$ cat src/design/vrdi_pkg.sv
// Shared types and constants for the ready-to-drive interlock.
package vrdi_pkg;

  localparam int unsigned PedalW   = 12;
  localparam int unsigned DebW     = 6;
  localparam int unsigned ArmW     = 10;
  localparam int unsigned BuzzW    = 11;
  localparam int unsigned CfgIdxW  = 3;
  localparam int unsigned CfgDataW = 12;

  typedef enum logic [CfgIdxW-1:0] {
    REG_PEDAL_THR = 3'd0,
    REG_SHDN_DEB  = 3'd1,
    REG_ARM_CNT   = 3'd2,
    REG_BUZZ_TKS  = 3'd3,
    REG_FULL_CHK  = 3'd4
  } cfg_reg_e;

  localparam logic [PedalW-1:0] PedalThrRst = 12'd600;
  localparam logic [DebW-1:0]   ShdnDebRst  = 6'd50;
  localparam logic [ArmW-1:0]   ArmCntRst   = 10'd1000;
  localparam logic [BuzzW-1:0]  BuzzTksRst  = 11'd1500;
  localparam logic              FullChkRst  = 1'b1;

  typedef enum logic [1:0] {
    PH_ARM   = 2'd0,
    PH_BUZZ  = 2'd1,
    PH_DRIVE = 2'd2
  } phase_e;

  typedef struct packed {
    logic [PedalW-1:0] pedal_threshold;
    logic [DebW-1:0]   shutdown_debounce;
    logic [ArmW-1:0]   arm_count;
    logic [BuzzW-1:0]  buzzer_ticks;
    logic              full_check_mode;
  } cfg_t;

  typedef struct packed {
    logic [PedalW-1:0] pedal_value;
    logic              brake_pin;
    logic              start_pin;
    logic              shutdown_pin;
  } item_t;

  typedef struct packed {
    logic [1:0] phase;
    logic       buzzer_on;
    logic       brake_light;
    logic       start_led;
    logic       brake_led;
    logic       plausible;
    logic       fault_latched;
    logic       motor_stop;
  } result_t;

endpackage

$ cat src/design/vrdi_in_if.sv
// Poll tick channel: valid/ready with pedal and pin samples.
interface vrdi_in_if;
  logic        valid;
  logic        ready;
  logic [11:0] pedal_value;
  logic        brake_pin;
  logic        start_pin;
  logic        shutdown_pin;

  modport source (output valid, pedal_value, brake_pin, start_pin, shutdown_pin,
                  input ready);
  modport sink   (input valid, pedal_value, brake_pin, start_pin, shutdown_pin,
                  output ready);
endinterface

$ cat src/design/vrdi_out_if.sv
// Result channel: valid/ready with phase, indicators and fault outputs.
interface vrdi_out_if;
  logic       valid;
  logic       ready;
  logic [1:0] phase;
  logic       buzzer_on;
  logic       brake_light;
  logic       start_led;
  logic       brake_led;
  logic       plausible;
  logic       fault_latched;
  logic       motor_stop;

  modport source (output valid, phase, buzzer_on, brake_light, start_led, brake_led,
                  plausible, fault_latched, motor_stop, input ready);
  modport sink   (input valid, phase, buzzer_on, brake_light, start_led, brake_led,
                  plausible, fault_latched, motor_stop, output ready);
endinterface

$ cat src/design/vrdi_cfg_regs.sv
// Configuration register file with write-only access.
module vrdi_cfg_regs import vrdi_pkg::*; (
  input  logic                clk_i,
  input  logic                rst_ni,
  input  logic                cfg_we_i,
  input  logic [CfgIdxW-1:0]  cfg_idx_i,
  input  logic [CfgDataW-1:0] cfg_data_i,
  output cfg_t                cfg_o
);

  cfg_t cfg_q;

  always_ff @(posedge clk_i or negedge rst_ni) begin
    if (!rst_ni) begin
      cfg_q.pedal_threshold   <= PedalThrRst;
      cfg_q.shutdown_debounce <= ShdnDebRst;
      cfg_q.arm_count         <= ArmCntRst;
      cfg_q.buzzer_ticks      <= BuzzTksRst;
      cfg_q.full_check_mode   <= FullChkRst;
    end else if (cfg_we_i) begin
      unique case (cfg_idx_i)
        REG_PEDAL_THR: cfg_q.pedal_threshold   <= cfg_data_i[PedalW-1:0];
        REG_SHDN_DEB:  cfg_q.shutdown_debounce <= cfg_data_i[DebW-1:0];
        REG_ARM_CNT:   cfg_q.arm_count         <= cfg_data_i[ArmW-1:0];
        REG_BUZZ_TKS:  cfg_q.buzzer_ticks      <= cfg_data_i[BuzzW-1:0];
        REG_FULL_CHK:  cfg_q.full_check_mode   <= cfg_data_i[0];
        default: ;
      endcase
    end
  end

  assign cfg_o = cfg_q;

endmodule

$ cat src/design/vrdi_ctrl.sv
// Interlock state and per-tick next-state and result logic.
module vrdi_ctrl import vrdi_pkg::*; (
  input  logic    clk_i,
  input  logic    rst_ni,
  input  logic    step_i,
  input  item_t   item_i,
  input  cfg_t    cfg_i,
  output result_t res_o
);

  phase_e           phase_q, phase_d;
  logic [ArmW-1:0]  arm_cnt_q, arm_cnt_d;
  logic [BuzzW-1:0] buzz_cnt_q, buzz_cnt_d;
  logic [DebW-1:0]  open_cnt_q, open_cnt_d;
  logic             plaus_q, plaus_d;
  logic             fault_q, fault_d;

  logic             brake, qual, stop;
  logic [ArmW-1:0]  arm_inc;
  logic [BuzzW-1:0] buzz_inc;
  logic [DebW-1:0]  open_inc;

  assign brake    = ~item_i.brake_pin;
  assign arm_inc  = arm_cnt_q + ArmW'(1);
  assign buzz_inc = buzz_cnt_q + BuzzW'(1);
  assign open_inc = open_cnt_q + DebW'(1);
  assign qual     = cfg_i.full_check_mode ?
                    (item_i.start_pin & brake & item_i.shutdown_pin) : item_i.start_pin;

  // A zero limit acts as one: the nonzero check covers it.
  always_comb begin
    phase_d    = phase_q;
    arm_cnt_d  = arm_cnt_q;
    buzz_cnt_d = buzz_cnt_q;
    open_cnt_d = open_cnt_q;
    plaus_d    = plaus_q;
    fault_d    = fault_q;
    stop       = 1'b0;
    unique case (phase_q)
      PH_DRIVE: begin
        if ((item_i.pedal_value > cfg_i.pedal_threshold) && brake) begin
          plaus_d = 1'b0;
        end else if ((item_i.pedal_value < cfg_i.pedal_threshold) && !brake) begin
          plaus_d = 1'b1;
        end
        if (!item_i.shutdown_pin) begin
          open_cnt_d = open_inc;
          if ((open_inc != '0) && (open_inc >= cfg_i.shutdown_debounce)) begin
            open_cnt_d = '0;
            fault_d    = 1'b1;
            stop       = 1'b1;
            arm_cnt_d  = '0;
            phase_d    = PH_ARM;
          end
        end else begin
          open_cnt_d = '0;
        end
      end
      PH_BUZZ: begin
        buzz_cnt_d = buzz_inc;
        if ((buzz_inc != '0) && (buzz_inc >= cfg_i.buzzer_ticks)) begin
          buzz_cnt_d = '0;
          open_cnt_d = '0;
          phase_d    = PH_DRIVE;
        end
      end
      PH_ARM: begin
        if (qual) begin
          arm_cnt_d = arm_inc;
          if ((arm_inc != '0) && (arm_inc >= cfg_i.arm_count)) begin
            arm_cnt_d  = '0;
            buzz_cnt_d = '0;
            phase_d    = PH_BUZZ;
          end
        end
      end
      default: ;
    endcase
  end

  always_ff @(posedge clk_i or negedge rst_ni) begin
    if (!rst_ni) begin
      phase_q    <= PH_ARM;
      arm_cnt_q  <= '0;
      buzz_cnt_q <= '0;
      open_cnt_q <= '0;
      plaus_q    <= 1'b1;
      fault_q    <= 1'b0;
    end else if (step_i) begin
      phase_q    <= phase_d;
      arm_cnt_q  <= arm_cnt_d;
      buzz_cnt_q <= buzz_cnt_d;
      open_cnt_q <= open_cnt_d;
      plaus_q    <= plaus_d;
      fault_q    <= fault_d;
    end
  end

  // LEDs follow the pins only when the tick starts and ends in arming.
  always_comb begin
    res_o.phase         = phase_d;
    res_o.buzzer_on     = (phase_d == PH_BUZZ);
    res_o.brake_light   = brake;
    res_o.start_led     = (phase_q == PH_ARM) & (phase_d == PH_ARM) & item_i.start_pin;
    res_o.brake_led     = (phase_q == PH_ARM) & (phase_d == PH_ARM) & brake;
    res_o.plausible     = plaus_d;
    res_o.fault_latched = fault_d;
    res_o.motor_stop    = stop;
  end

endmodule

$ cat src/design/vehicle_ready_to_drive_interlock.sv
// A tick passes through the input register and then the result register before its result is offered.
// One tick per cycle is taken while the result register is empty or its result is being taken by the sink.
// A held result stops the input register from taking the next tick once the input register is full.
// Reset: phase arming, all counters zero, plausible set, fault clear,
// configuration registers at their default values, both pipeline stages empty.
module vehicle_ready_to_drive_interlock import vrdi_pkg::*; (
  input  logic                clk_i,
  input  logic                rst_ni,
  input  logic                cfg_we_i,
  input  logic [CfgIdxW-1:0]  cfg_idx_i,
  input  logic [CfgDataW-1:0] cfg_data_i,
  vrdi_in_if.sink             in_if,
  vrdi_out_if.source          out_if
);

  cfg_t    cfg;
  item_t   item_q;
  logic    item_vld_q;
  result_t res, res_q;
  logic    res_vld_q;
  logic    res_free, step, in_xfer;

  vrdi_cfg_regs u_cfg (
    .clk_i      (clk_i),
    .rst_ni     (rst_ni),
    .cfg_we_i   (cfg_we_i),
    .cfg_idx_i  (cfg_idx_i),
    .cfg_data_i (cfg_data_i),
    .cfg_o      (cfg)
  );

  assign res_free    = !res_vld_q || out_if.ready;
  assign step        = item_vld_q && res_free;
  assign in_if.ready = !item_vld_q || res_free;
  assign in_xfer     = in_if.valid && in_if.ready;

  always_ff @(posedge clk_i or negedge rst_ni) begin
    if (!rst_ni) begin
      item_vld_q <= 1'b0;
    end else if (in_if.ready) begin
      item_vld_q <= in_if.valid;
    end
  end

  always_ff @(posedge clk_i) begin
    if (in_xfer) begin
      item_q.pedal_value  <= in_if.pedal_value;
      item_q.brake_pin    <= in_if.brake_pin;
      item_q.start_pin    <= in_if.start_pin;
      item_q.shutdown_pin <= in_if.shutdown_pin;
    end
  end

  vrdi_ctrl u_ctrl (
    .clk_i  (clk_i),
    .rst_ni (rst_ni),
    .step_i (step),
    .item_i (item_q),
    .cfg_i  (cfg),
    .res_o  (res)
  );

  // Hold the result until the sink takes it.
  always_ff @(posedge clk_i or negedge rst_ni) begin
    if (!rst_ni) begin
      res_vld_q <= 1'b0;
    end else if (res_free) begin
      res_vld_q <= item_vld_q;
    end
  end

  always_ff @(posedge clk_i) begin
    if (step) begin
      res_q <= res;
    end
  end

  assign out_if.valid         = res_vld_q;
  assign out_if.phase         = res_q.phase;
  assign out_if.buzzer_on     = res_q.buzzer_on;
  assign out_if.brake_light   = res_q.brake_light;
  assign out_if.start_led     = res_q.start_led;
  assign out_if.brake_led     = res_q.brake_led;
  assign out_if.plausible     = res_q.plausible;
  assign out_if.fault_latched = res_q.fault_latched;
  assign out_if.motor_stop    = res_q.motor_stop;

endmodule
$ cat src/flat_wrapper.sv
// flat-port wrapper written by rule: the top's interface ports become plain ports
module vehicle_ready_to_drive_interlock_flat import vrdi_pkg::*;
  (clk_i, rst_ni, cfg_we_i, cfg_idx_i, cfg_data_i, in_if_valid, in_if_pedal_value, in_if_brake_pin, in_if_start_pin, in_if_shutdown_pin, in_if_ready, out_if_valid, out_if_phase, out_if_buzzer_on, out_if_brake_light, out_if_start_led, out_if_brake_led, out_if_plausible, out_if_fault_latched, out_if_motor_stop, out_if_ready);
  vrdi_in_if in_if_i ();
  vrdi_out_if out_if_i ();
  input  logic clk_i;
  input  logic rst_ni;
  input  logic cfg_we_i;
  input  logic [CfgIdxW-1:0] cfg_idx_i;
  input  logic [CfgDataW-1:0] cfg_data_i;
  input wire logic [$bits(in_if_i.valid)-1:0] in_if_valid;
  input wire logic [$bits(in_if_i.pedal_value)-1:0] in_if_pedal_value;
  input wire logic [$bits(in_if_i.brake_pin)-1:0] in_if_brake_pin;
  input wire logic [$bits(in_if_i.start_pin)-1:0] in_if_start_pin;
  input wire logic [$bits(in_if_i.shutdown_pin)-1:0] in_if_shutdown_pin;
  output wire logic [$bits(in_if_i.ready)-1:0] in_if_ready;
  output wire logic [$bits(out_if_i.valid)-1:0] out_if_valid;
  output wire logic [$bits(out_if_i.phase)-1:0] out_if_phase;
  output wire logic [$bits(out_if_i.buzzer_on)-1:0] out_if_buzzer_on;
  output wire logic [$bits(out_if_i.brake_light)-1:0] out_if_brake_light;
  output wire logic [$bits(out_if_i.start_led)-1:0] out_if_start_led;
  output wire logic [$bits(out_if_i.brake_led)-1:0] out_if_brake_led;
  output wire logic [$bits(out_if_i.plausible)-1:0] out_if_plausible;
  output wire logic [$bits(out_if_i.fault_latched)-1:0] out_if_fault_latched;
  output wire logic [$bits(out_if_i.motor_stop)-1:0] out_if_motor_stop;
  input wire logic [$bits(out_if_i.ready)-1:0] out_if_ready;
  assign in_if_i.valid = in_if_valid;
  assign in_if_i.pedal_value = in_if_pedal_value;
  assign in_if_i.brake_pin = in_if_brake_pin;
  assign in_if_i.start_pin = in_if_start_pin;
  assign in_if_i.shutdown_pin = in_if_shutdown_pin;
  assign in_if_ready = in_if_i.ready;
  assign out_if_valid = out_if_i.valid;
  assign out_if_phase = out_if_i.phase;
  assign out_if_buzzer_on = out_if_i.buzzer_on;
  assign out_if_brake_light = out_if_i.brake_light;
  assign out_if_start_led = out_if_i.start_led;
  assign out_if_brake_led = out_if_i.brake_led;
  assign out_if_plausible = out_if_i.plausible;
  assign out_if_fault_latched = out_if_i.fault_latched;
  assign out_if_motor_stop = out_if_i.motor_stop;
  assign out_if_i.ready = out_if_ready;
  vehicle_ready_to_drive_interlock u_core (.clk_i(clk_i), .rst_ni(rst_ni), .cfg_we_i(cfg_we_i), .cfg_idx_i(cfg_idx_i), .cfg_data_i(cfg_data_i), .in_if(in_if_i), .out_if(out_if_i));
endmodule
$ cat config.mk
export PLATFORM = sky130hd
export DESIGN_NAME = vehicle_ready_to_drive_interlock_flat
export DESIGN_NICKNAME = d
export VERILOG_FILES = /design/src/design/vrdi_pkg.sv /design/src/design/vrdi_in_if.sv /design/src/design/vrdi_out_if.sv /design/src/design/vrdi_cfg_regs.sv /design/src/design/vrdi_ctrl.sv /design/src/design/vehicle_ready_to_drive_interlock.sv /design/src/flat_wrapper.sv
export SDC_FILE = /design/constraint.sdc
export NUM_CORES = 1
export LEC_CHECK = 0
export BUFFER_PORTS_ARGS = -buffer_cell sky130_fd_sc_hd__buf_2
export CAP_MARGIN = 10
export CORE_MARGIN = 2
export CORE_UTILIZATION = 54
export DETAILED_ROUTE_END_ITERATION = 12
export PLACE_DENSITY = 0.83
export SETUP_SLACK_MARGIN = 0.02
export SYNTH_ARGS = -nofsm -noshare
export SYNTH_HDL_FRONTEND = slang
export SYNTH_SLANG_ARGS = --single-unit
$ cat constraint.sdc
create_clock -name clk_i -period 2.69 [get_ports clk_i]
set_input_delay 0.269 -clock clk_i [delete_from_list [all_inputs] [get_ports clk_i]]
set_output_delay 0.269 -clock clk_i [all_outputs]
set_load 0.05 [all_outputs]
Word level (Yosys, flattened, before mapping)
Cells that the tools add are included.

Multiplexer cells: 27. Reductions and logical operators: 29. Eq/ne operators: 12. Bitwise gates (word level): 7. Add/subtract/negate cells: 3. $lt $le $gt $ge: 5.

Operators by type and width (count): 2-to-1 mux 10 bit (4); 2-to-1 mux 11 bit (3); case mux 11 bit (2 select lines) (1); case mux 10 bit (2 select lines) (1); 2-to-1 mux 6 bit (3); > comparator 12 bit (1); less-than comparator 12 bit (1); case mux 6 bit (2 select lines) (1); adder 11 x 1 -> 11 bit, second input constant (1); greater-or-equal comparator 11 bit (1); nonzero test 11 bit (1); adder 10 x 1 -> 10 bit, second input constant (1); greater-or-equal comparator 10 bit (1); 2-to-1 mux 2 bit (5); inequality test 2 bit, second input constant (5); AND reduction 2 bit (5); nonzero test 10 bit (1); 2-to-1 mux 1 bit (8); logical AND 1 bit (7); adder 6 x 1 -> 6 bit, second input constant (1); equality test 3 x 2 -> 1 bit, second input constant (2); greater-or-equal comparator 6 bit (1); case mux 2 bit (3 select lines) (1); nonzero test 2 bit (3); other kinds (15) (24).

Input bits: 35. Word-level logic and storage cells: 108. Output and inout bits: 11. Bits in registers: 97.

Longest topological paths before layout
Gate-level depths: netlist (run 1).

Depth in word-level cells: 9. Gate-level depth with buffers: 13. Gate-level depth less buffers: 13.

Cells and area by module
Synthesis (run 1) repeated with hierarchy kept, for this count alone.

Cells, all modules: 536. Area total of the unflattened synthesis: 5680.4 um^2.

By module, submodules not included: vrdi_ctrl (area an instance 3269.4 um^2, times used 1, seq. area each 777.0 um^2, cells an instance 415); vrdi_cfg_regs (area an instance 1586.5 um^2, times used 1, seq. area each 1027.2 um^2, cells an instance 89); vehicle_ready_to_drive_interlock (area an instance 824.5 um^2, times used 1, seq. area each 770.7 um^2, cells an instance 32).

Worst setup path after synthesis (run 1)
OpenSTA, ideal clock, no wires.

Kind: register to register. Start: reg u_core.u_ctrl.buzz_cnt_q[0]. End: reg u_core.u_ctrl.buzz_cnt_q[3]. Path slack: -86 ps. Library setup time: 128 ps. Cell stages (with the launch flop): 12. Required time: 2562 ps. Buffers on the path: 0. Arrival: 2648 ps. Period minus slack after synthesis: 2776 ps. Cells stage by stage: dfrtp_1 ha_1 and2_1 nand4_1 xnor2_1 ha_1 nand4_1 o311a_1 o21ai_0 nand2_1 a21oi_1 o22ai_1.

Cells in the longest elaborated chain, start to end: 5. Elaborated cells between the ends (all ways): 6. Classes of those cells: add/sub: 1; order compare: 1; mux: 2; reduce/logical: 2.

RTL lines: start, declared (line vrdi_ctrl.sv:13) `logic [BuzzW-1:0] buzz_cnt_q, buzz_cnt_d;`; start signal, assigned (line vrdi_ctrl.sv:92) `buzz_cnt_q <= buzz_cnt_d;`; adder 11 x 1 -> 11 bit (*) (line vrdi_ctrl.sv:25) `assign buzz_inc = buzz_cnt_q + BuzzW'(1);`; greater-or-equal comparator 11 bit / nonzero test 11 bit (equally long branches) (line vrdi_ctrl.sv:61) `if ((buzz_inc != '0) && (buzz_inc >= cfg_i.buzzer_ticks)) begin`; logical AND 1 bit (line vrdi_ctrl.sv:61); 2-to-1 mux 11 bit (*) (line vrdi_ctrl.sv:61); case mux 11 bit (2 select lines) (*) (line vrdi_ctrl.sv:39) `unique case (phase_q)`.

Mark *: on every way between the ends. The rest lies on a longest branch, timed or not. A chain may end at the register's enable or synchronous reset.

Final worst setup path (run 1)
Start: reg u_core.u_ctrl.arm_cnt_q[3]. End: reg u_core.u_ctrl.buzz_cnt_q[5].

Cells in the longest elaborated chain, start to end: 5. Elaborated cells between the ends (all ways): 6. Classes of those cells: add/sub: 1; order compare: 1; eq/ne: 1; reduce/logical: 3.

RTL lines: start, declared (line vrdi_ctrl.sv:12) `logic [ArmW-1:0] arm_cnt_q, arm_cnt_d;`; start signal, assigned (line vrdi_ctrl.sv:91) `arm_cnt_q <= arm_cnt_d;`; adder 10 x 1 -> 10 bit (*) (line vrdi_ctrl.sv:24) `assign arm_inc = arm_cnt_q + ArmW'(1);`; greater-or-equal comparator 10 bit / nonzero test 10 bit (equally long branches) (line vrdi_ctrl.sv:70) `if ((arm_inc != '0) && (arm_inc >= cfg_i.arm_count)) begin`; logical AND 1 bit (*) (line vrdi_ctrl.sv:70); inequality test 2 bit (no line) (*); AND reduction 4 bit (no line) (*).

Marks and branches as above.

==> flow_summary.ini, run 1 <==
[global_routing]
grt_antenna_before_repair = 0
grt_max_degree = 74
grt.total_usage = 0.2396
grt_pass1_vias = 4516
grt_pass1_wl_um = 21070
overflow = 0

[timing]
hold_viol = 0
max_freq_mhz = 367.6
finalSetupViolCount = 6
post-route-min-period_ns = 2.721
rsz0062_at_grt = yes
setup_ws_ns = -0.03058
relSlewSlack = 0.3752
drv_slew = 0
worst_pin_slew_ns = 0.9372
period_share = 1.011
fin_tns_setup_ns = -0.07377
finClkSkew_ns = 0.01707

[route]
drtAntennaViolNets = 0
vias = 4614
drtIter0Drc = 307
drc = 0
wl_per_cell_um = 17.35
routed_wl_um = 13760
first_pass_iters = 5
via_per_inst = 5.818

[placed_design]
gp_congestion = 0.8132
place_ws_ns = -0.2071
placed_area_um2 = 6208
dp.final_hpwl_um = 9206
io_buffer_count = 45

[floorplanning]
io_pins = 46
row_count = 36
die_x_um = 104.3
initial_core_util = 0.5554
die_h_um = 104.3
core_area_um2 = 9774
die_area_um2 = 10870

[outcome]
violations = setup timing
status = finished, violations left

[logic_synthesis]
ys_seq_elements = 97
synth_warnings = 0
synth_commonest_cells = 78 x nand2_1, 51 x dfrtp_1, 47 x inv_1
synthDistinctLibCells = 64
ys_seq_area_frac = 0.4743
yosysTopAreaCellShare = 0.2351
synth_nets = 620
synth-edff-count = 24
synthFlopType = dfrtp_1
postSynthCellCount = 541
synth_area_um2 = 5429
async_flop_share = 0.7526
syn_area_per_cell_um2 = 10.04
post-synth-top-area-cell = dfrtp_1
yosysMostFrequentCell = nand2_1
synthTopCellsByArea = dfrtp_1 24%, edfxtp_1 13%, dfstp_2 11%, ha_1 10%, nand2_1 5.4%

[power]
pwr-share-clk = 0.216
ir_worst_vdd_uv = 458.1
p_comb_frac = 0.381
p_sw_frac = 0.3593
power_leakage_nw = 3.181
netSwitchingPower_mw = 1.773
powerDensity_nw_per_um2 = 702.5
seq_power_share = 0.403
intPower_mw = 3.162
finalPower_mw = 4.935

[critical_path]
required_ns = 2.97
cp-start-kind = flip-flop
cp_data_arrival_time_ns = 3.00
crit_path_max_fanout = 5
criticalPathCategory = reg -> reg
crit_path_end_kind = flip-flop
r2r_cells = 11

[min_path]
hold_class = in -> reg
min_path_cells = 1

[layout]
final_area_um2 = 7024
layout-drive-gt1-share = 0.3985
n_antenna_cell = 0
nets = 734
syn2layout_area_growth_pct = 29.38
nFillCells = 636

[clocking]
clock_sink_count = 97
path_clk_slew_ns = 0.10
cts_buffer_depth = 2
cts_root_buffer = clkbuf_8
cts_made_buffers = 9
ctsHtreeMaxLevel = 3
cts_tree = done
clk_latency_ns = 0.38

[job]
maxCapViolations = 0
-- path summary, 6_finish.rpt --
kind / from / end / slack, ns
worst max-delay path: u_core.u_ctrl.arm_cnt_q[3] / u_core.u_ctrl.buzz_cnt_q[5] / -0.03
worst min-delay path: in_if_pedal_value[4] / u_core.item_q[7] / 0.06
max in group asynchronous: rst_ni / u_core.u_ctrl.arm_cnt_q[0] / 1.90
worst max register to register: u_core.u_ctrl.arm_cnt_q[3] / u_core.u_ctrl.buzz_cnt_q[5] / -0.03
min in group asynchronous: rst_ni / u_core.u_ctrl.buzz_cnt_q[1] / 0.09
worst min register to register: u_core.u_ctrl.fault_q / u_core.u_ctrl.fault_q / 0.48
-- cell families after synthesis --
| logic type | after synthesis | share of synthesized area |
|---|---|---|
| compound gates | 125 | 0.1505 |
| xor+xnor | 19 | 0.03065 |
| fa+ha+maj | 44 | 0.1014 |
| buf+inv | 65 | 0.04794 |
| flops | 97 | 0.4743 |
| mux | 17 | 0.03503 |
| simple gates | 174 | 0.1602 |
-- power by group through the flow --
stage,clock [mW],combinational (mW),sequential (mW)
after CTS,1.06,1.62,1.96
after global placement,0,1.42,1.98
after detailed placement,0,1.50,2.00
final,1.06,1.88,1.99
after global routing,1.12,2.04,2.02
after floorplan,0,0.899,2.02
-- metrics by stage --
| stage | hold slack, ns | utilization | cells |
|---|---|---|---|
| 5_1_grt | 0.06062 | 0.7186 | 793 |
| 6_report | 0.05912 | 0.7186 | 793 |
| 3_3_place_gp | 0.4320 | 0.6352 | 761 |
| 4_1_cts | 0.05727 | 0.6743 | 781 |
| 3_5_place_dp | 0.4471 | 0.6352 | 761 |
| 2_1_floorplan | -0.02659 | - | 541 |
-- state kept, by name, indices dropped and copies added, names as in the netlist --
register / cells
u_core.u_ctrl.fault_q: 1
u_core.out_if.fault_latched: 1
u_core.item_q: 15
u_core.u_ctrl.plaus_q: 1
u_core.u_ctrl.open_cnt_q: 6
u_core.out_if.valid: 1
u_core.item_vld_q: 1
u_core.out_if.start_led: 1
u_core.u_ctrl.buzz_cnt_q: 11
u_core.out_if.motor_stop: 1
u_core.u_cfg.cfg_o: 40
u_core.out_if.plausible: 1
u_core.out_if.buzzer_on: 1
u_core.out_if.brake_light: 1
u_core.out_if.phase: 2
u_core.u_ctrl.phase_q: 2
u_core.out_if.brake_led: 1
u_core.u_ctrl.arm_cnt_q: 10
-- metal layers --
layer  global-route usage  up-vias  share of wire  wire length [µm]
met2               0.4034      159           0.51              7068
met3              0.04323       47          0.050               683
met5                    0        -              0                 0
li1                     -     2134              -                 -
met1               0.3040     2274           0.40              5549
met4               0.1014        0          0.033               458
-- cells in the final DEF (no fill, tap or decap), types with 9 or more instances in the layout --
cell type  instances
mux2_2            16
nand3_1           11
nand4_1           10
ha_1              38
clkbuf_8           9
nor2_1            15
dfrtp_1           43
dfstp_2           22
buf_2             45
inv_1             47
nand2_1           73
o21ai_0           34
o21ai_2           10
buf_4             65
a21oi_1           13
a21oi_2            9
nand2b_1          11
edfxtp_1          24
-- cell type report --
class	instances	area [µm²]	share of cell area
clock inverters	5	67.56	0.009619
multi-input cells	379	3024	0.4305
well taps	133	166.4	0.02369
repair buffers	120	848.3	0.1208
clock buffers	11	152.6	0.02173
flip-flops and latches	97	2585	0.3680
inverters	48	180.2	0.02565
-- critical path, cell delays in order (launching register included) --
cell	delay (ns)
dfrtp_1	0.45
nand2_1	0.18
buf_4	0.19
o21ai_4	0.18
nand2_2	0.09
ha_4	0.28
nand4_1	0.11
o221ai_2	0.29
a31o_4	0.21
nand4_4	0.19
nand2b_4	0.24
o41ai_2	0.20
-- timing repair --
action | 4_1_cts | 5_1_grt
pin swaps | 8 | 27
gates resized for setup | 28 | 73
gates cloned | 0 | 1
endpoints found under the setup margin | 34 | 35
setup buffers | 4 | 12
hold buffers | 0 | 0
Note: power is estimated with default switching activity, not from simulation.
==> run 2, diff against run 1 <==
--- a/config.mk
+++ b/config.mk
@@ -8,10 +8,11 @@
 export BUFFER_PORTS_ARGS = -buffer_cell sky130_fd_sc_hd__buf_2
 export CAP_MARGIN = 10
 export CORE_MARGIN = 2
-export CORE_UTILIZATION = 54
+export CORE_UTILIZATION = 55
 export DETAILED_ROUTE_END_ITERATION = 12
-export PLACE_DENSITY = 0.83
+export PLACE_DENSITY = 0.84
 export SETUP_SLACK_MARGIN = 0.02
 export SYNTH_ARGS = -nofsm -noshare
 export SYNTH_HDL_FRONTEND = slang
+export SYNTH_HIERARCHICAL = 1
 export SYNTH_SLANG_ARGS = --single-unit
==> run 2 against run 1 <==
- the flow still finishes with violations (setup timing)
- maximum frequency fell by 7.9%
- design area increased by 0.59%
- clock skew is 0.0045 ns higher
- routed wire length up 8.0%
- first-iteration DRC count increased by 0.65%
- synthesized cell count decreased by 0.92%
- critical path type unchanged
- critical endpoint is now u_core/u_ctrl/buzz_cnt_q[6]
==> flow_summary.ini, run 2 <==
[route]
routed_wl_um = 14870
wl_per_cell_um = 19.01
via_per_inst = 5.977
vias = 4674
first_pass_iters = 5
drc = 0
dr_wl_met3_um = 1041
highest_layer = met5
wl_met2_um = 7518
met1Wirelength_um = 5734
drtAntennaViolNets = 0
drtIter0Drc = 309

[placed_design]
io_buffer_count = 45
place_ws_ns = -0.2336
gp_congestion = 0.9062
dp.final_hpwl_um = 9775
numPlacedInstances = 744
placed_area_um2 = 6381

[clocking]
clock_sink_count = 97
path_clk_slew_ns = 0.10
cts_tree = done
cts_buffer_depth = 2
cts_made_buffers = 9
cts_root_buffer = clkbuf_8
clk_latency_ns = 0.39
ctsHtreeMaxLevel = 3

[timing]
finClkSkew_ns = 0.02160
fin_tns_setup_ns = -4.871
hold_ws_ns = 0.05782
setup_ws_ns = -0.2633
worst_pin_slew_ns = 0.8392
rsz0062_at_grt = yes
finalSetupViolCount = 33
max_freq_mhz = 338.6
post-route-min-period_ns = 2.953
drv_slew = 0
relSlewSlack = 0.4382
hold_viol = 0
period_share = 1.098

[logic_synthesis]
synth_warnings = 6
synth_area_um2 = 5680
synth-edff-count = 24
synth_nets = 614
synth_commonest_cells = 52 x nand2_1, 51 x dfrtp_1, 47 x inv_1
syn_area_per_cell_um2 = 10.60
synthDistinctLibCells = 62
post-synth-top-area-cell = dfrtp_1
async_flop_share = 0.7526
postSynthCellCount = 536
yosysMostFrequentCell = nand2_1
yosysTopAreaCellShare = 0.2247
synthFlopType = dfrtp_1
ys_seq_area_frac = 0.4533
synthTopCellsByArea = dfrtp_1 22%, edfxtp_1 13%, dfstp_2 10%, ha_1 9.5%, mux2_2 8.1%
ys_seq_elements = 97

[critical_path]
crit_path_end_kind = flip-flop
cp-start-kind = flip-flop
crit_chain = ha_4, buf_4, buf_4, buf_4, xor2_1, ha_1, nand2_1, o21ai_1, a21oi_1, o311ai_2, buf_4, a21boi_2, buf_6, a221o_1
cp_data_arrival_time_ns = 3.22
required_ns = 2.96
crit_top_cell = buf_4
crit_family = compound AO/OA/AOI/OAI gates
crit_buf_inv = 5
crit_path_max_fanout = 8
slowest_stage = dfrtp_1
criticalPathCategory = reg -> reg
cp_slowest_stage_delay_ns = 0.44

[layout]
nets = 719
utilization = 0.6937
final_common_cell = buf_4
final_cells = 782
layout-drive-gt1-share = 0.4272
final_area_um2 = 7066
nFillCells = 709
largest_reg_flops = 40
most-common-layout-cells = 67 x buf_4, 49 x nand2_1, 47 x dfrtp_1, 47 x inv_1, 45 x buf_2
n_antenna_cell = 0
syn2layout_area_growth_pct = 24.38

[global_routing]
grt_antenna_before_repair = 1
grt.total_usage = 0.2497
grt_pass1_vias = 4602
grt_max_degree = 29
overflow = 0
grt_pass1_wl_um = 21710

[power]
finalPower_mw = 5.044
powerDensity_nw_per_um2 = 713.8
power_leakage_nw = 3.162
ir_worst_vdd_uv = 469.9

[job]
maxCapViolations = 0

[floorplanning]
initial_core_util = 0.5577
row_count = 37
die_h_um = 105.6
die_x_um = 105.6
core_area_um2 = 10180
die_area_um2 = 11160
io_pins = 46

[min_path]
hold_class = in -> reg

[outcome]
status = finished, violations left
violations = setup timing
[run 2: changes by cell type in the layout (fill, tap and decap cells not counted), moves of 6 or more]
cell,delta
a221o_1,+6
a22o_1,-7
mux2_2,+25
nand2_1,-24
nor2_1,+7
nor3_1,+6
o21ai_0,-24
xnor2_1,+8
[run 2: area by class of cell]
class                   count  area (µm²)  share of cell area
well taps                 136       170.2             0.02408
clock buffers               9       123.9             0.01753
inverters                  47       176.4             0.02497
multi-input cells         368        3142              0.4447
flip-flops and latches     97        2580              0.3651
repair buffers            118       803.3              0.1137
clock inverters             7       70.07            0.009917
[run 2: kinds of logic after synthesis]
logic type               Yosys count  share of synthesized area
adder cells (fa/ha/maj)           43                    0.09471
buffers and inverters             74                    0.05969
flip-flops                        97                     0.4533
AO/OA/AOI/OAI                     91                     0.1139
multiplexers                      43                    0.08546
AND/OR/NAND/NOR                  163                     0.1544
XOR/XNOR                          25                    0.03855
[run 2: path summary, 6_finish.rpt]
| path | startpoint | end | slack [ns] | cells past startpoint |
|---|---|---|---|---|
| setup reg to reg | u_core/u_ctrl/buzz_cnt_q[1] | u_core/u_ctrl/buzz_cnt_q[6] | -0.26 | 14 |
| hold reg to reg | u_core/u_ctrl/fault_q | u_core/u_ctrl/fault_q | 0.49 | 1 |
| min in group asynchronous | rst_ni | u_core/u_ctrl/arm_cnt_q[9] | 0.47 | 2 |
| max in group asynchronous | rst_ni | u_core/u_cfg/cfg_o[8] | 1.44 | 3 |
| hold / removal | in_if_pedal_value[8] | u_core/item_q[11] | 0.06 | 1 |
| setup / recovery | u_core/u_ctrl/buzz_cnt_q[1] | u_core/u_ctrl/buzz_cnt_q[6] | -0.26 | 14 |
[run 2: power breakdown]
| group | internal [mW] | switching, mW | total (mW) |
|---|---|---|---|
| combinational | 0.929 | 1.09 | 2.02 |
| sequential | 1.83 | 0.244 | 2.07 |
| clock | 0.366 | 0.585 | 0.951 |
| total | 3.12 | 1.92 | 5.04 |
[run 2: what timing repair did]
action	4_1_cts	5_1_grt
gates cloned	0	3
setup buffers	7	11
gates resized for setup	31	39
hold buffers	1	0
endpoints found under the hold margin	21	0
setup endpoints to repair	34	35
pin swaps	24	23
[run 2: layer usage]
layer,GRT usage,vias up
met2,0.4341,236
met5,0,-
li1,-,2111
met1,0.2983,2269
met4,0.1090,2
met3,0.05380,56
==> run 3, diff against run 2 <==
--- a/config.mk
+++ b/config.mk
@@ -5,6 +5,7 @@
 export SDC_FILE = /design/constraint.sdc
 export NUM_CORES = 1
 export LEC_CHECK = 0
+export ABC_AREA = 1
 export BUFFER_PORTS_ARGS = -buffer_cell sky130_fd_sc_hd__buf_2
 export CAP_MARGIN = 10
 export CORE_MARGIN = 2
==> run 3 against run 2 <==
- the flow still finishes with violations (setup timing)
- non-clock buffer count shrank 41
- combinational power down 23%
- worst setup slack better by 0.20 ns
- sequential share of layout area grew 0.74 points
- routed wire length shrank 6.5%
- highest routed layer is now met4
==> flow_summary.ini, run 3 <==
[floorplanning]
core_area_um2 = 10280
die_area_um2 = 11380
row_count = 37
io_pins = 46
initial_core_util = 0.5640
die_x_um = 106.7
die_h_um = 106.7

[power]
powerDensity_nw_per_um2 = 653.2
power_leakage_nw = 3.508
ir_worst_vdd_uv = 468.4

[critical_path]
cp.depth = 14
cp-start-kind = flip-flop
cp_slowest_stage_delay_ns = 0.37
criticalPathCategory = reg -> reg
crit_path_end_kind = flip-flop
crit_buf_inv = 1
crit_family = simple AND/OR/NAND/NOR gates
cp_data_arrival_time_ns = 3.04
crit_chain = ha_2, nand2_2, nor2_4, nand3_1, nand2_1, nand2_1, ha_1, a21oi_1, o21a_1, nand4_1, nand2_4, buf_4, nand3_1, o21ai_1
required_ns = 2.97
r2r_slack_ns = -0.07
r2r_cells = 14
slowest_stage = dfrtp_1
crit_path_max_fanout = 7

[logic_synthesis]
yosysTopAreaCellShare = 0.2202
ys_seq_area_frac = 0.4442
async_flop_share = 0.7526
synthFlopType = dfrtp_1
post-synth-top-area-cell = dfrtp_1
synth-edff-count = 24
syn_area_per_cell_um2 = 7.963
postSynthCellCount = 728
synthDistinctLibCells = 35
yosysMostFrequentCell = nand2_1
synth_warnings = 6
synth_commonest_cells = 245 x nand2_1, 102 x inv_1, 78 x nand3_1
synth_area_um2 = 5797
ys_seq_elements = 97
synthTopCellsByArea = dfrtp_1 22%, nand2_1 16%, edfxtp_1 12%, dfstp_2 10%, ha_1 9.3%
synth_nets = 806

[global_routing]
grt_antenna_before_repair = 0
grt_pass1_wl_um = 21140
overflow = 0
grt_pass1_vias = 4770
grt.total_usage = 0.2323
grt_max_degree = 74

[route]
routed_wl_um = 13900
drc = 0
wl_per_cell_um = 14.77
via_per_inst = 5.465
drtIter0Drc = 406
vias = 5143
first_pass_iters = 6
drtAntennaViolNets = 0

[placed_design]
dp.final_hpwl_um = 9287
io_buffer_count = 45
numPlacedInstances = 899
place_ws_ns = 0.02840
gp_congestion = 0.9459

[clocking]
cts_root_buffer = clkbuf_8
cts_buffer_depth = 2
path_clk_slew_ns = 0.10
cts_made_buffers = 9
clk_latency_ns = 0.38
cts_tree = done
ctsHtreeMaxLevel = 3
clock_sink_count = 97

[layout]
final_common_cell = nand2_1
multiInputGateArea_um2 = 2980
largest_reg_flops = 40
regArea_um2 = 2585
n_antenna_cell = 0
layout-drive-gt1-share = 0.2733
syn2layout_area_growth_pct = 19.68
final_cells = 941
utilization = 0.6751
most-common-layout-cells = 222 x nand2_1, 96 x inv_1, 69 x nand3_1
nFillCells = 757
nets = 878

[job]
maxCapViolations = 0

[timing]
setup_ws_ns = -0.06632
max_freq_mhz = 362.8
finalSetupViolCount = 1
hold_ws_ns = 0.05726
post-route-min-period_ns = 2.756
finClkSkew_ns = 0.01224
drv_slew = 0
worst_pin_slew_ns = 0.8741
period_share = 1.025
hold_viol = 0
rsz0062_at_grt = yes
relSlewSlack = 0.4151

[min_path]
min_path_cells = 1
hold_class = in -> reg

[outcome]
status = finished, violations left
violations = setup timing
-- run 3: cell count changes in the layout (fill, tap and decap cells not counted), sizes merged, moves of 7 or more --
cell    delta
nor2      +30
clkbuf     +7
and3       -7
nand2b    -13
buf       -44
inv       +54
nor3       -9
mux2      -41
xnor2     -16
nand3     +67
nand2    +208
-- run 3: layer usage --
| metal | routed length (µm) | up-vias | track usage |
|---|---|---|---|
| met5 | 0 | - | 0 |
| met4 | 423 | 0 | 0.1011 |
| met3 | 792 | 43 | 0.03830 |
| met2 | 7017 | 204 | 0.3985 |
| met1 | 5669 | 2440 | 0.2900 |
| li1 | - | 2456 | - |
-- run 3: path summary, 6_finish.rpt --
| path | start | endpoint |
|---|---|---|
| setup / recovery | u_core/u_ctrl/buzz_cnt_q[0] | u_core/u_ctrl/buzz_cnt_q[10] |
| hold reg to reg | u_core/u_cfg/cfg_o[26] | u_core/u_cfg/cfg_o[26] |
| min in group asynchronous | rst_ni | u_core/u_ctrl/buzz_cnt_q[1] |
| setup reg to reg | u_core/u_ctrl/buzz_cnt_q[0] | u_core/u_ctrl/buzz_cnt_q[10] |
| hold / removal | in_if_shutdown_pin | u_core/item_q[0] |
| max in group asynchronous | rst_ni | u_core/u_cfg/cfg_o[27] |
-- run 3: layout make-up --
type / count / area share
clock buffer: 13 / 0.02435
clock inverter: 3 / 0.006853
inverter: 106 / 0.05789
multi-input combinational: 508 / 0.4296
sequential: 97 / 0.3726
tap: 136 / 0.02453
timing repair buffer: 77 / 0.08314
timing repair inverter: 1 / 0.001082
-- run 3: timing repair --
item | in CTS | in global routing
endpoints found under the hold margin | 51 | 0
gates cloned | 0 | 8
setup endpoints to repair | 9 | 37
hold buffers | 1 | 0
setup buffers | 0 | 17
pin swaps | 0 | 37
resized for setup | 1 | 85
-- run 3: stage by stage --
step | area, µm² | total power, mW | TNS, ns
after global routing | 6938 | 4.818 | -1.185
final | 6938 | 4.532 | -0.06632
after floorplan | 5797 | 2.847 | 0
after detailed placement | 6137 | 3.206 | 0
after global placement | 6137 | 3.126 | 0
after CTS | 6365 | 4.233 | 0
-- run 3: kinds of logic (layout without fill, tap and decap cells) --
kind of cell | Yosys count | count (layout) | share of synthesized area
AOI/OAI and AO/OA | 48 | 48 | 0.05072
xor gates and xnor gates | 4 | 4 | 0.006043
adders and majority gates | 43 | 43 | 0.09281
buffers and inverters | 126 | 200 | 0.09540
DFF | 97 | 97 | 0.4442
and+or+nand+nor | 410 | 413 | 0.3108
-- run 3: power breakdown --
group | total [mW] | switching [mW] | internal [mW]
Clock | 1.02 | 0.505 | 0.512
Combinational | 1.55 | 0.969 | 0.585
Sequential | 1.96 | 0.174 | 1.79
Total | 4.53 | 1.65 | 2.88
-- run 3: worst reg2reg max path, stage by stage (launching register included) --
cell	delay [ns]
dfrtp_1	0.37
ha_2	0.20
nand2_2	0.07
nor2_4	0.19
nand3_1	0.12
nand2_1	0.08
nand2_1	0.11
ha_1	0.34
a21oi_1	0.17
o21a_1	0.15
nand4_1	0.18
nand2_4	0.22
buf_4	0.16
nand3_1	0.11
o21ai_1	0.22
